<file path="src/rtl/pln_pkg.sv">
package pln_pkg;

  localparam logic [1:0] REQ_CHAR = 2'd0;
  localparam logic [1:0] REQ_END  = 2'd1;
  localparam logic [1:0] REQ_READ = 2'd2;
  localparam logic [1:0] REQ_NOP  = 2'd3;

  localparam logic [1:0] ST_OK       = 2'd0;
  localparam logic [1:0] ST_TOO_LONG = 2'd1;
  localparam logic [1:0] ST_EMPTY    = 2'd2;
  localparam logic [1:0] ST_NOT_ABS  = 2'd3;

  localparam logic [7:0] CHAR_SLASH = 8'h2F;
  localparam logic [7:0] CHAR_DOT   = 8'h2E;

  typedef struct packed {
    logic [1:0]  req_type;
    logic [7:0]  in_char;
    logic [11:0] read_index;
    logic        is_slash;
    logic        is_dot;
  } pln_item_t;

endpackage

</file>
<file path="src/rtl/pln_if.sv">
interface pln_in_if;
  logic        valid;
  logic        ready;
  logic [1:0]  req_type;
  logic [7:0]  in_char;
  logic [11:0] read_index;

  modport source (output valid, output req_type, output in_char, output read_index,
                  input ready);
  modport sink (input valid, input req_type, input in_char, input read_index,
                output ready);
endinterface


</file>
<file path="src/rtl/pln_front.sv">
module pln_front (
  input  logic               clk,
  input  logic               rst,
  pln_in_if.sink             request,
  output logic               q_valid,
  output pln_pkg::pln_item_t q_item,
  input  logic               q_pop
);
  import pln_pkg::*;

  pln_item_t  slots [2];
  logic       wr_ptr;
  logic       rd_ptr;
  logic [1:0] count;
  logic       push;
  pln_item_t  incoming;

  assign request.ready = (count != 2'd2);
  assign push = request.valid && request.ready;

  always_comb begin
    incoming.req_type   = request.req_type;
    incoming.in_char    = request.in_char;
    incoming.read_index = request.read_index;
    incoming.is_slash   = (request.in_char == CHAR_SLASH);
    incoming.is_dot     = (request.in_char == CHAR_DOT);
  end

  assign q_valid = (count != 2'd0);
  assign q_item  = slots[rd_ptr];

  always_ff @(posedge clk) begin
    if (push) begin
      slots[wr_ptr] <= incoming;
    end
  end

  always_ff @(posedge clk) begin
    if (rst) begin
      wr_ptr <= 1'b0;
      rd_ptr <= 1'b0;
      count  <= 2'd0;
    end else begin
      if (push) begin
        wr_ptr <= ~wr_ptr;
      end
      if (q_pop) begin
        rd_ptr <= ~rd_ptr;
      end
      if (push && !q_pop) begin
        count <= count + 2'd1;
      end else if (q_pop && !push) begin
        count <= count - 2'd1;
      end
    end
  end
endmodule

</file>
<file path="src/flat_wrapper.sv">
// flat-port wrapper written by rule: the top's interface ports become plain ports
module pln_front_flat import pln_pkg::*;
  (clk, rst, q_valid, q_item, q_pop, request_valid, request_req_type, request_in_char, request_read_index, request_ready);
  pln_in_if request_i ();
  input  logic clk;
  input  logic rst;
  output logic q_valid;
  output pln_pkg::pln_item_t q_item;
  input  logic q_pop;
  input wire logic [$bits(request_i.valid)-1:0] request_valid;
  input wire logic [$bits(request_i.req_type)-1:0] request_req_type;
  input wire logic [$bits(request_i.in_char)-1:0] request_in_char;
  input wire logic [$bits(request_i.read_index)-1:0] request_read_index;
  output wire logic [$bits(request_i.ready)-1:0] request_ready;
  assign request_i.valid = request_valid;
  assign request_i.req_type = request_req_type;
  assign request_i.in_char = request_in_char;
  assign request_i.read_index = request_read_index;
  assign request_ready = request_i.ready;
  pln_front u_core (.clk(clk), .rst(rst), .request(request_i), .q_valid(q_valid), .q_item(q_item), .q_pop(q_pop));
endmodule
</file>
<file path="config.mk">
export PLATFORM = sky130hd
export DESIGN_NAME = pln_front_flat
export DESIGN_NICKNAME = d
export VERILOG_FILES = /design/src/rtl/pln_pkg.sv /design/src/rtl/pln_if.sv /design/src/rtl/pln_front.sv /design/src/flat_wrapper.sv
export SDC_FILE = /design/constraint.sdc
export NUM_CORES = 1
export LEC_CHECK = 0
export ABC_AREA = 1
export BUFFER_PORTS_ARGS = -buffer_cell sky130_fd_sc_hd__buf_2
export CORE_ASPECT_RATIO = 0.7
export CORE_MARGIN = 2
export CORE_UTILIZATION = 35
export DETAILED_ROUTE_END_ITERATION = 6
export GPL_TIMING_DRIVEN = 0
export SLEW_MARGIN = 20
export SYNTH_ARGS = -nofsm -noshare
export SYNTH_HDL_FRONTEND = slang
export SYNTH_SLANG_ARGS = --single-unit
export TNS_END_PERCENT = 50
</file>
<file path="constraint.sdc">
create_clock -name clk -period 1.9 [get_ports clk]
set_input_delay 0.095 -clock clk [delete_from_list [all_inputs] [get_ports clk]]
set_output_delay 0.095 -clock clk [all_outputs]
set_load 0.1 [all_outputs]
</file>
==> impl_metrics.py <==
metrics = {
    "worst_setup_path": {
        "crit_chain": "inv_1, nand2_2, nand2_1, nor2_4",
        "cp_max_fo": 24,
        "crit_required_ns": 1.82,
        "crit_path_start_kind": "register",
        "crit_arrival_ns": 1.56,
        "end_kind": "register",
        "path_class": "reg2reg",
        "max_stage_delay_ns": 0.62,
        "crit_path_top_delay_cell": "nor2_4",
    },
    "timing": {
        "min_period_ns": 1.642,
        "setup_viol": 0,
        "finalMaxSlewViolations": 0,
        "rsz0062_at_grt": "false",
        "finClkSkew_ns": 0.007724,
        "fin_crit_sh": 0.8643,
        "fmax_mhz": 609.0,
        "slew_headroom": 0.5045,
        "finalWorstSetupSlack_ns": 0.2579,
        "hold_viol": 0,
        "max_slew.worst_pin.slew_ns": 0.7414,
        "fin_setup_tns_ns": 0,
    },
    "finish": {
        "final_core_util": 0.4780,
        "nNetsFinal": 218,
        "final_common_cell": "buf_2",
        "final_cell_area_mm2": 0.002751,
        "insertedDiodeCount": 0,
        "area_growth_pct": 30.97,
        "final_cell_mix": "buf_2 (51), edfxtp_1 (48), mux2_4 (20)",
        "drive_gt1_frac": 0.4607,
    },
    "logic_synthesis": {
        "ys_seq_area_frac": 0.7338,
        "syn_nets": 142,
        "synth_cell_types": 18,
        "synth_warnings": 0,
        "syn_inst": 115,
        "syn_avg_cell_area_um2": 18.27,
        "synth_seq_cells": 53,
        "synth_area_mm2": 0.002101,
    },
    "clock_tree": {
        "htreeDepth": 2,
        "clock_sinks": 53,
        "cts_setup_buffers": 0,
        "clkLatencyLatePin_ns": 0.29,
        "clkTransAtPathRegs_ns": 0.09,
        "cts_buffers": 5,
        "cts_tree": "done",
        "clockBufferDepth": 2,
        "cts_root_buf": "clkbuf_8",
    },
    "placed_design": {
        "place_hpwl_um": 2419,
        "port_buffers": 51,
        "dp_slack_ns": 0.2394,
        "place_area_mm2": 0.002467,
        "gp_congestion": 0.7137,
    },
    "power": {
        "p_per_area_mw_per_mm2": 1120,
        "p_leak_nw": 1.107,
        "peakVddDrop_uv": 632.5,
        "power_mw": 3.083,
    },
    "route": {
        "initialDrtViolationCount": 57,
        "viasPerCell": 4.372,
        "dr.pass1.iters": 4,
        "routed_wl_um": 3439,
        "num_vias": 1163,
        "ant_nets": 0,
        "wl_per_cell_um": 12.93,
        "drcViolationCount": 0,
    },
    "die": {
        "ios": 52,
        "start_util": 0.3650,
        "coreArea_mm2": 0.005756,
        "die_area_mm2": 0.006648,
        "fp-row-count": 23,
        "die_w_um": 96.60,
        "die_y_um": 68.82,
    },
    "min_path": {
        "hold_class": "in2reg",
    },
    "global_routing": {
        "antenna_found_initial": 0,
        "grt_first_pass_wirelength_um": 5223,
        "grt_overflow": 0,
        "grt_util_all_layers": 0.1033,
        "grt_pass1_vias": 1174,
        "grt_max_degree": 25,
    },
    "status": {
        "status": "completed",
    },
    "run": {
        "drv_cap": 0,
    },
}
## state kept, by name, indices dropped and copies added (netlist names), named ones only
register / flops
u_core.rd_ptr: 1
u_core.slots: 48
u_core.count: 2
u_core.wr_ptr: 1
## final timing paths
check                           from                   to  slack, ns  depth (start not counted)
hold / removal    request_in_char[1]  u_core.slots[0][15]       0.01                          1
setup reg to reg     u_core.count[0]  u_core.slots[0][21]       0.26                          4
setup / recovery     u_core.count[0]  u_core.slots[0][21]       0.26                          4
hold reg to reg        u_core.rd_ptr        u_core.rd_ptr       0.53                          2
## cell families (layout without fill, tap and decap cells)
group / Yosys count / count (layout) / synth area share
xor+xnor: 1 / 1 / 0.004170
fa+ha+maj: 1 / 1 / 0.005955
buf+inv: 12 / 88 / 0.04050
compound gates: 3 / 3 / 0.007145
simple gates: 21 / 21 / 0.04408
mux: 24 / 24 / 0.1644
flops: 53 / 53 / 0.7338
## layer usage
metal,part of all wire,wire length [um],track usage
met2,0.49,1685,0.1806
met5,0,0,0
met1,0.44,1525,0.1185
met3,0.058,200,0.04133
met4,0.0079,27,0.03697
## worst max-delay path: cells and delay by family (launching register included)
kind | cells | cell delay [ns]
buffers and inverters | 1 | 0.09
and+or+nand+nor | 3 | 0.86
DFF | 1 | 0.33
## cell usage after synthesis
master / n / area share
mux2_4: 20 / 0.14
edfxtp_1: 48 / 0.69
buf_6: 1 / 0.0054
nor3b_1: 1 / 0.0036
nor3_1: 1 / 0.0024
o21ai_0: 2 / 0.0048
nand2_1: 7 / 0.013
inv_1: 9 / 0.016
nand4_1: 1 / 0.0030
mux2_2: 4 / 0.021
nand3_1: 2 / 0.0048
nand3b_1: 1 / 0.0036
ha_1: 1 / 0.0060
buf_12: 2 / 0.019
dfxtp_1: 5 / 0.048
a21oi_1: 1 / 0.0024
nor2_1: 8 / 0.014
xnor2_1: 1 / 0.0042
## timing repair
item | CTS | global route
gates resized for setup | 0 | 0
hold buffers | 18 | 0
hold endpoints to repair | 36 | 0
## per-stage QoR
stage | hold WS [ns] | instances
after detailed placement | 0.2867 | 241
final | 0.009597 | 266
after CTS | 0.001236 | 266
after global placement | 0.2828 | 241
after global routing | 0.002486 | 266
after floorplan | 0.1674 | 115
## where the power goes
part	internal, mW	switching (mW)	total [mW]
combinational	0.232	0.735	0.967
clock	0.383	0.323	0.706
sequential	1.38	0.0286	1.41
total	2.00	1.09	3.08
## final cells by class
type,instances,area (um^2)
clock buffer,5,68.82
clock inverter,2,35.03
tap,75,93.84
buffer,3,51.30
fill,510,3004
multi-input combinational,50,491.7
timing repair buffer,69,435.4
inverter,9,33.78
sequential,53,1541
Note: power is estimated with default switching activity, not from simulation.
